$ cat config.mk
export PLATFORM = sky130hd
export DESIGN_NAME = gray_error_diffusion_dither
export DESIGN_NICKNAME = d
export VERILOG_FILES = /design/src/sv/gedd_pkg.sv /design/src/sv/gedd_line_buf.sv /design/src/sv/gray_error_diffusion_dither.sv
export SDC_FILE = /design/constraint.sdc
export NUM_CORES = 2
export LEC_CHECK = 0
export BUFFER_PORTS_ARGS = -buffer_cell sky130_fd_sc_hd__buf_2
export CAP_MARGIN = 20
export CORE_MARGIN = 2
export CORE_UTILIZATION = 35
export CTS_CLUSTER_DIAMETER = 50
export DETAILED_ROUTE_END_ITERATION = 10
export RECOVER_POWER = 50
export REMOVE_ABC_BUFFERS = 1
export SYNTH_ARGS = -nofsm -noshare
export SYNTH_HDL_FRONTEND = slang
export SYNTH_SLANG_ARGS = --single-unit
export TNS_END_PERCENT = 20
$ cat constraint.sdc
create_clock -name clk -period 116.6 [get_ports clk]
set_input_delay 17.49 -clock clk [delete_from_list [all_inputs] [get_ports clk]]
set_output_delay 17.49 -clock clk [all_outputs]
set_load 0.02 [all_outputs]
$ cat src/sv/gedd_pkg.sv
// ----------------------------------------------------------------------------
// gedd_pkg: shared types, constants and the share function
// Register indexes, quantization constants and share arithmetic for the
// gray error-diffusion dither.
// ----------------------------------------------------------------------------
package gedd_pkg;

    // Configuration register indexes
    typedef enum logic [0:0] {
        REG_IMAGE_WIDTH  = 1'b0,
        REG_IMAGE_HEIGHT = 1'b1
    } reg_index_t;

    localparam int unsigned PIX_W     = 8;
    localparam int unsigned ERR_W     = 3;
    localparam int unsigned CFG_W     = 12;
    localparam int unsigned IMG_W_W   = 11;
    localparam int unsigned IMG_H_W   = 12;
    localparam int unsigned ROW_W     = 11;
    localparam int unsigned MAX_ROWS  = 2048;

    localparam logic [11:0] RESET_WIDTH  = 12'd540;
    localparam logic [11:0] RESET_HEIGHT = 12'd960;

    localparam logic [PIX_W-1:0] QUANT_MASK = 8'hF0;
    localparam logic [PIX_W-1:0] PIX_MAX    = 8'd255;

    typedef logic [PIX_W-1:0] pixel_t;
    typedef logic [ERR_W-1:0] err_t;

    // Floyd-Steinberg share of a 4-bit error, truncated: (e * num) / 16
    function automatic err_t share(input logic [3:0] e, input logic [3:0] num);
        logic [7:0] prod;
        prod = 8'(e) * 8'(num);
        return err_t'(prod[7:4]);
    endfunction

endpackage

$ cat src/sv/gedd_line_buf.sv
// ----------------------------------------------------------------------------
// gedd_line_buf: error line buffer
// One write port and one registered read port holding the error that the
// current row passes to the row below.
// ----------------------------------------------------------------------------
module gedd_line_buf #(
    parameter int unsigned DEPTH = 1024,
    parameter int unsigned AW    = 10
) (
    input  logic            clk,
    input  logic            we,
    input  logic [AW-1:0]   waddr,
    input  gedd_pkg::err_t  wdata,
    input  logic            re,
    input  logic [AW-1:0]   raddr,
    output gedd_pkg::err_t  rdata
);
    import gedd_pkg::*;

    err_t mem [DEPTH];
    err_t rdata_reg;

    // Write one entry per cycle
    always_ff @(posedge clk)
    begin
        if (we)
        begin
            mem[waddr] <= wdata;
        end
    end

    // Registered read, held when not enabled
    always_ff @(posedge clk)
    begin
        if (re)
        begin
            rdata_reg <= mem[raddr];
        end
    end

    assign rdata = rdata_reg;

endmodule

$ cat src/sv/gray_error_diffusion_dither.sv
// ----------------------------------------------------------------------------
// gray_error_diffusion_dither: 16-level error-diffusion dither
// Raises each gray pixel by its diffused error (saturating), keeps the high
// nibble and spreads the low nibble 7/3/5/1 sixteenths to the neighbors.
//
//   channel  | signals                                  | dir
//   ---------+------------------------------------------+-----
//   input    | in_valid, in_ready, pixel_in             | in
//   output   | out_valid, out_ready, pixel_out,         | out
//            | row_end, frame_end                       |
//   config   | cfg_we, cfg_index, cfg_data              | in
//
// One pixel per cycle while the output is ready; the path runs from the input
// register to the output register, with the error math and line buffer update in between.
// The line buffer read is registered and issued when a beat is accepted.
// Reset clears counters, carries and valid flags and sets the default size;
// the line buffer needs no clearing as a frame's first row never uses it.
// A stalled output holds the output beat and the input register fills behind it.
// ----------------------------------------------------------------------------
module gray_error_diffusion_dither #(
    parameter int unsigned MAX_WIDTH = 1024
) (
    input  logic                            clk,
    input  logic                            rst_n,
    input  logic                            in_valid,
    output logic                            in_ready,
    input  logic [7:0]                      pixel_in,
    output logic                            out_valid,
    input  logic                            out_ready,
    output logic [7:0]                      pixel_out,
    output logic                            row_end,
    output logic                            frame_end,
    input  logic                            cfg_we,
    input  gedd_pkg::reg_index_t            cfg_index,
    input  logic [gedd_pkg::CFG_W-1:0]      cfg_data
);
    import gedd_pkg::*;

    localparam int unsigned CW  = (MAX_WIDTH > 1) ? $clog2(MAX_WIDTH) : 1;
    localparam int unsigned WCW = 13;

    // Configuration
    logic [IMG_W_W-1:0] width_reg;
    logic [IMG_H_W-1:0] height_reg;

    // Position of the next pixel
    logic [CW-1:0]    col_cnt_reg;
    logic [ROW_W-1:0] row_cnt_reg;

    // Input stage
    logic             s0_valid_reg;
    pixel_t           s0_pixel_reg;
    logic [CW-1:0]    s0_col_reg;
    logic             s0_first_row_reg;
    logic             s0_last_col_reg;
    logic             s0_last_row_reg;

    // Error state
    err_t             right_carry_reg;
    err_t             part_left_reg;
    err_t             part_here_reg;

    // Deferred write of the last column entry
    logic             pend_valid_reg;
    logic [CW-1:0]    pend_addr_reg;
    err_t             pend_data_reg;

    // Bypass for writes landing after the line buffer read
    logic             byp_valid_reg;
    err_t             byp_data_reg;

    // Output register
    logic             out_valid_reg;
    pixel_t           pixel_out_reg;
    logic             row_end_reg;
    logic             frame_end_reg;

    logic             accept;
    logic             process;
    logic [WCW-1:0]   w_last;
    logic [IMG_H_W-1:0] h_last;
    logic             pos_last_col;
    logic             pos_last_row;
    logic             prim_we;
    logic             wr_en;
    logic [CW-1:0]    wr_addr;
    err_t             wr_data;
    err_t             rd_data;
    err_t             above;
    logic [8:0]       sum;
    pixel_t           sum_sat;
    logic [3:0]       err;
    err_t             s7;
    err_t             s3;
    err_t             s5;
    err_t             s1;
    err_t             new_left;
    err_t             prim_data;

    // Handshake
    assign process  = s0_valid_reg && (!out_valid_reg || out_ready);
    assign in_ready = !s0_valid_reg || process;
    assign accept   = in_valid && in_ready;

    // Last column and last row indexes with clamping
    always_comb
    begin
        if (width_reg == '0)
        begin
            w_last = '0;
        end
        else if (WCW'(width_reg) > WCW'(MAX_WIDTH))
        begin
            w_last = WCW'(MAX_WIDTH - 1);
        end
        else
        begin
            w_last = WCW'(width_reg) - WCW'(1);
        end

        if (height_reg == '0)
        begin
            h_last = '0;
        end
        else if (height_reg > IMG_H_W'(MAX_ROWS))
        begin
            h_last = IMG_H_W'(MAX_ROWS - 1);
        end
        else
        begin
            h_last = height_reg - IMG_H_W'(1);
        end
    end

    assign pos_last_col = WCW'(col_cnt_reg) >= w_last;
    assign pos_last_row = IMG_H_W'(row_cnt_reg) >= h_last;

    // Error arithmetic for the pixel in the input stage
    assign above   = s0_first_row_reg ? '0 :
                     (pend_valid_reg && pend_addr_reg == s0_col_reg) ? pend_data_reg :
                     byp_valid_reg ? byp_data_reg : rd_data;
    assign sum     = 9'(s0_pixel_reg) + 9'(right_carry_reg) + 9'(above);
    assign sum_sat = sum[8] ? PIX_MAX : sum[7:0];
    assign err     = sum_sat[3:0];
    assign s7      = share(err, 4'd7);
    assign s3      = share(err, 4'd3);
    assign s5      = share(err, 4'd5);
    assign s1      = share(err, 4'd1);
    assign new_left  = part_here_reg + s5;
    assign prim_data = part_left_reg + s3;

    // Line buffer write port: below-left share first, deferred entry otherwise
    assign prim_we = process && !s0_last_row_reg && (s0_col_reg != '0);
    assign wr_en   = prim_we || pend_valid_reg;
    assign wr_addr = prim_we ? (s0_col_reg - CW'(1)) : pend_addr_reg;
    assign wr_data = prim_we ? prim_data : pend_data_reg;

    gedd_line_buf #(
        .DEPTH (MAX_WIDTH),
        .AW    (CW)
    ) u_line_buf (
        .clk   (clk),
        .we    (wr_en),
        .waddr (wr_addr),
        .wdata (wr_data),
        .re    (accept),
        .raddr (col_cnt_reg),
        .rdata (rd_data)
    );

    // Configuration registers
    always_ff @(posedge clk or negedge rst_n)
    begin
        if (!rst_n)
        begin
            width_reg  <= IMG_W_W'(RESET_WIDTH);
            height_reg <= RESET_HEIGHT;
        end
        else if (cfg_we)
        begin
            case (cfg_index)
                REG_IMAGE_WIDTH:  width_reg  <= cfg_data[IMG_W_W-1:0];
                REG_IMAGE_HEIGHT: height_reg <= cfg_data[IMG_H_W-1:0];
                default:          ;
            endcase
        end
    end

    // Advance position and load the input stage
    always_ff @(posedge clk or negedge rst_n)
    begin
        if (!rst_n)
        begin
            col_cnt_reg  <= '0;
            row_cnt_reg  <= '0;
            s0_valid_reg <= 1'b0;
        end
        else
        begin
            if (accept)
            begin
                s0_valid_reg <= 1'b1;
                if (pos_last_col)
                begin
                    col_cnt_reg <= '0;
                    row_cnt_reg <= pos_last_row ? '0 : row_cnt_reg + ROW_W'(1);
                end
                else
                begin
                    col_cnt_reg <= col_cnt_reg + CW'(1);
                end
            end
            else if (process)
            begin
                s0_valid_reg <= 1'b0;
            end
        end
    end

    always_ff @(posedge clk)
    begin
        if (accept)
        begin
            s0_pixel_reg     <= pixel_in;
            s0_col_reg       <= col_cnt_reg;
            s0_first_row_reg <= (row_cnt_reg == '0);
            s0_last_col_reg  <= pos_last_col;
            s0_last_row_reg  <= pos_last_row;
        end
    end

    // Snoop writes that land after the line buffer read was issued
    always_ff @(posedge clk or negedge rst_n)
    begin
        if (!rst_n)
        begin
            byp_valid_reg <= 1'b0;
        end
        else if (accept)
        begin
            byp_valid_reg <= wr_en && (wr_addr == col_cnt_reg);
        end
        else if (s0_valid_reg && wr_en && (wr_addr == s0_col_reg))
        begin
            byp_valid_reg <= 1'b1;
        end
    end

    always_ff @(posedge clk)
    begin
        if (wr_en)
        begin
            byp_data_reg <= wr_data;
        end
    end

    // Update carries and the deferred entry
    always_ff @(posedge clk or negedge rst_n)
    begin
        if (!rst_n)
        begin
            right_carry_reg <= '0;
            part_left_reg   <= '0;
            part_here_reg   <= '0;
            pend_valid_reg  <= 1'b0;
        end
        else
        begin
            if (process)
            begin
                right_carry_reg <= s0_last_col_reg ? '0 : s7;
                if (!s0_last_row_reg && !s0_last_col_reg)
                begin
                    part_left_reg <= new_left;
                    part_here_reg <= s1;
                end
                else
                begin
                    part_left_reg <= '0;
                    part_here_reg <= '0;
                end
            end

            if (process && !s0_last_row_reg && s0_last_col_reg)
            begin
                pend_valid_reg <= 1'b1;
            end
            else if (pend_valid_reg && !prim_we)
            begin
                pend_valid_reg <= 1'b0;
            end
        end
    end

    always_ff @(posedge clk)
    begin
        if (process && !s0_last_row_reg && s0_last_col_reg)
        begin
            pend_addr_reg <= s0_col_reg;
            pend_data_reg <= new_left;
        end
    end

    // Output register
    always_ff @(posedge clk or negedge rst_n)
    begin
        if (!rst_n)
        begin
            out_valid_reg <= 1'b0;
        end
        else if (process)
        begin
            out_valid_reg <= 1'b1;
        end
        else if (out_ready)
        begin
            out_valid_reg <= 1'b0;
        end
    end

    always_ff @(posedge clk)
    begin
        if (process)
        begin
            pixel_out_reg <= sum_sat & QUANT_MASK;
            row_end_reg   <= s0_last_col_reg;
            frame_end_reg <= s0_last_col_reg && s0_last_row_reg;
        end
    end

    assign out_valid = out_valid_reg;
    assign pixel_out = pixel_out_reg;
    assign row_end   = row_end_reg;
    assign frame_end = frame_end_reg;

`ifndef ASSERT_OFF
    // A frame ends only on a row end
    assert property (@(posedge clk) disable iff (!rst_n)
        out_valid |-> (!frame_end || row_end))
        else $error("frame_end without row_end");

    // Result is quantized to 16 levels
    assert property (@(posedge clk) disable iff (!rst_n)
        out_valid |-> (pixel_out[3:0] == 4'd0))
        else $error("pixel_out low nibble not zero");

    // The deferred entry never competes with a below-left write
    assert property (@(posedge clk) disable iff (!rst_n)
        pend_valid_reg |-> !prim_we)
        else $error("line buffer write collision");

    // Column counter stays inside the line buffer
    assert property (@(posedge clk) disable iff (!rst_n)
        WCW'(col_cnt_reg) < WCW'(MAX_WIDTH))
        else $error("column counter out of range");
`endif

endmodule

==> impl_results.md <==
* Residual DRC count at 0
* Cell Area, Synth at 0.128 sq mm
* Worst EP arrival at 18.19 ns
* Post-synthesis async set-or-reset flop share at 1.70%
* Number of synthesized flops with an enable pin at 3118
* Core Area at 0.365 sq mm
* Synth warnings at 0
* Setup CP Type: in2out
* GPL Wtd Cong at 0.828
* Nets@finish at 7171
* I/O pin count at 38
* Initial antenna violation count at 25
* Worst hold path class: reg2reg
* Leakage power at 44.7 nW
* Final WL at 372000 um
* CP endpoint kind: primary output
* Worst VDD drop at 0.0263 mV
* Synth area leaders: edfxtp_1 73%, mux4_2 12%, nor2_1 3.2%, mux2i_1 1.9%, dfrtp_1 0.90%
* Sequential area share after synthesis at 74.1%
* CTS max path bufs at 4
* CTS root buf: clkbuf_16
* Final Max Slew Viols at 2619
* Total power at 3.56 mW
* Post-CTS setup buffers at 0
* Grt ovf at 0
* Number of clock sinks at 3172
* Synth area leader: edfxtp_1
* H-tree depth at 5
* Max-Cap Viols at 67
* Row cnt at 222
* Detailed placement HPWL at 212000 um
* Post-Syn Instances at 6986
* Final ANT Viol Nets at 0
* Failing checks: capacitance limit, slew limit
* Share of post-route cells with drive strength above 1 at 20.7%
* Die area at 0.371 sq mm
* Filler Cell Count at 32600
* Register bit total from synthesis at 3172
* # setup viols final at 0
* Synth Flop Type: edfxtp_1
* CTS Buf Count at 366
* Post-DR wirelength/cell at 30.4 um
* Minimum clock period at 35.68 ns
* RSZ-0062 raised after global routing: no
* Run status: complete, but fails checks
* Layout Utilization at 40.0%
* DR pass1 iterations at 6
* Die W at 609 um
* Hold WS at 0.509 ns
* Max_slew headroom at -479%
* First-pass GRT wire length at 525000 um
* CP max FO at 3
* TritonCTS clock tree: done
* Vias in the first global route at 69800
* Peak Freq at 0.0280 GHz
* Vias at 69900
* CTS Hold Buffers Added at 0
* Pin count of the biggest net entering global routing at 225
* P per Cell Area at 24.4 mW/mm^2
* First DRT Iteration DRCs at 9513
* Clk pin slew, worst setup/hold paths at 0.06 ns
* Worst-Skew Late Latency at 0.95 ns
* Setup TNS at 0 ns
* Distinct cell type count after synthesis at 86
* Starting Density at 35.1%
* Port bufs at 33
* Drt via density at 5.71
* CP Launch Type: input port
* CP Data Required Time at 99.11 ns
* Final Hold Vio Count at 0
* Period utilization at 30.6%
* CTS resizes at 0
* Area fraction of the dominant cell type after synthesis at 73.0%
* Clock Skews at 0.0563 ns
* Max reg flops at 3072
* Die Span Y at 609 um
* Syn-to-layout area delta at 13.9%
* Global router's overall resource usage at 19.6%
* Worst-Margin Slew at 8.69 ns
* Synth Area per Inst at 18.3 sq um
cells in the mapped netlist, types with 52 or more instances:
library cell and number:
nor2_1 1105, a21oi_1 116, nand2_1 220, buf_2 173
mux2i_1 248, o21ai_0 74, mux4_2 703, o22ai_1 52
clkbuf_1 217, a221oi_1 57, a22oi_1 106, buf_4 61
edfxtp_1 3118
worst max-delay path: stages:
cell      delay [ns]
clkbuf_1        0.11
nor2b_1         0.24
nand2_1         0.16
buf_2           0.19
layout make-up:
cell class	instances	area [sq um]	share of cell area [%]
clock inverter	256	2910	2.00
tap	4816	6030	4.13
timing repair buffer	250	1750	1.20
antenna	13	32.5	0.0223
sequential	3172	95000	65.1
clock buffer	419	9420	6.45
inverter	38	150	0.103
multi-input combinational	3269	30700	21.0
report_power, final:
group | switching, mW | internal, mW
clock network | 0.488 | 0.672
logic | 0.616 | 0.272
registers | 0.0156 | 1.50
placed cells by master, fill, tap and decap left out, types with 14 or more instances in the layout:
master      netlist  layout
xor2_1           19      19
inv_6             0      35
o22ai_1          52      52
mux2_2           26      26
buf_2           173      24
a221oi_1         57      57
bufinv_16         0      36
xnor2_1          27      27
nand4_1          23      23
a21oi_1         116     117
nand2_1         220     214
a31oi_1          21      21
nand2b_1         20      20
a21o_1           17      17
o31ai_1          14      14
a211oi_1         47      47
nand3_1          48      48
mux2i_1         248     248
nor2_1         1105    1101
clkinvlp_4        0      28
clkinv_4          0      16
o221ai_1         34      34
clkbuf_1        217     122
clkbuf_16         0     369
a22oi_1         106     106
inv_1            35      36
edfxtp_1       3118    3118
nor3_1           29      31
dfrtp_1          46      40
clkinv_16         0      14
mux4_2          703     703
clkinv_2          0      54
nor4_1           15      15
o21ai_0          74      74
clkinv_1          0      56
nor2b_1          32      25
ha_1             39      39
buf_4            61     140
a22o_1           40      40
per-layer routing:
layer | track usage, % | up-vias | share of wire, %
li1 | - | 28200 | -
met1 | 26.9 | 36900 | 39
met2 | 31.1 | 4063 | 47
met3 | 3.85 | 662 | 10
met4 | 7.14 | 6 | 3.8
met5 | 0 | - | 0.0091
through the flow:
| step | cell area [sq um] | setup WS (ns) | std cells |
|---|---|---|---|
| final | 146000 | 80.92 | 12200 |
| after global routing | 146000 | 80.89 | 12200 |
| after CTS | 146000 | 80.89 | 12200 |
| after detailed placement | 134000 | 80.90 | 11500 |
| after floorplan | 126000 | 50.11 | 6479 |
| after global placement | 134000 | 80.82 | 11500 |
cells by family (layout without fill, tap and decap cells):
family | Yosys count | count (layout) | synth area share [%]
xor gates and xnor gates | 46 | 46 | 0.314
and+or+nand+nor | 1553 | 1553 | 4.97
other | 1 | 17 | 0.00293
adders and majority gates | 50 | 50 | 0.537
muxes | 979 | 979 | 14.5
AOI/OAI and AO/OA | 637 | 637 | 3.48
DFF | 3172 | 3172 | 74.1
buffers and inverters | 548 | 963 | 2.05
path summary, 6_finish.rpt:
| kind | cells after the start | slack [ns] | to | from |
|---|---|---|---|---|
| setup / recovery | 4 | 80.92 | in_ready | out_ready |
| hold / removal | 2 | 0.51 | part_left_reg[0] | part_left_reg[0] |
| setup reg to reg | 22 | 101.98 | u_line_buf.mem[444][1] | s0_col_reg[0] |
| hold reg to reg | 2 | 0.51 | part_left_reg[0] | part_left_reg[0] |
| max in group asynchronous | 2 | 96.54 | col_cnt_reg[1] | rst_n |
| min in group asynchronous | 2 | 17.75 | right_carry_reg[0] | rst_n |
No activity file was read; power rests on OpenSTA's default activity.
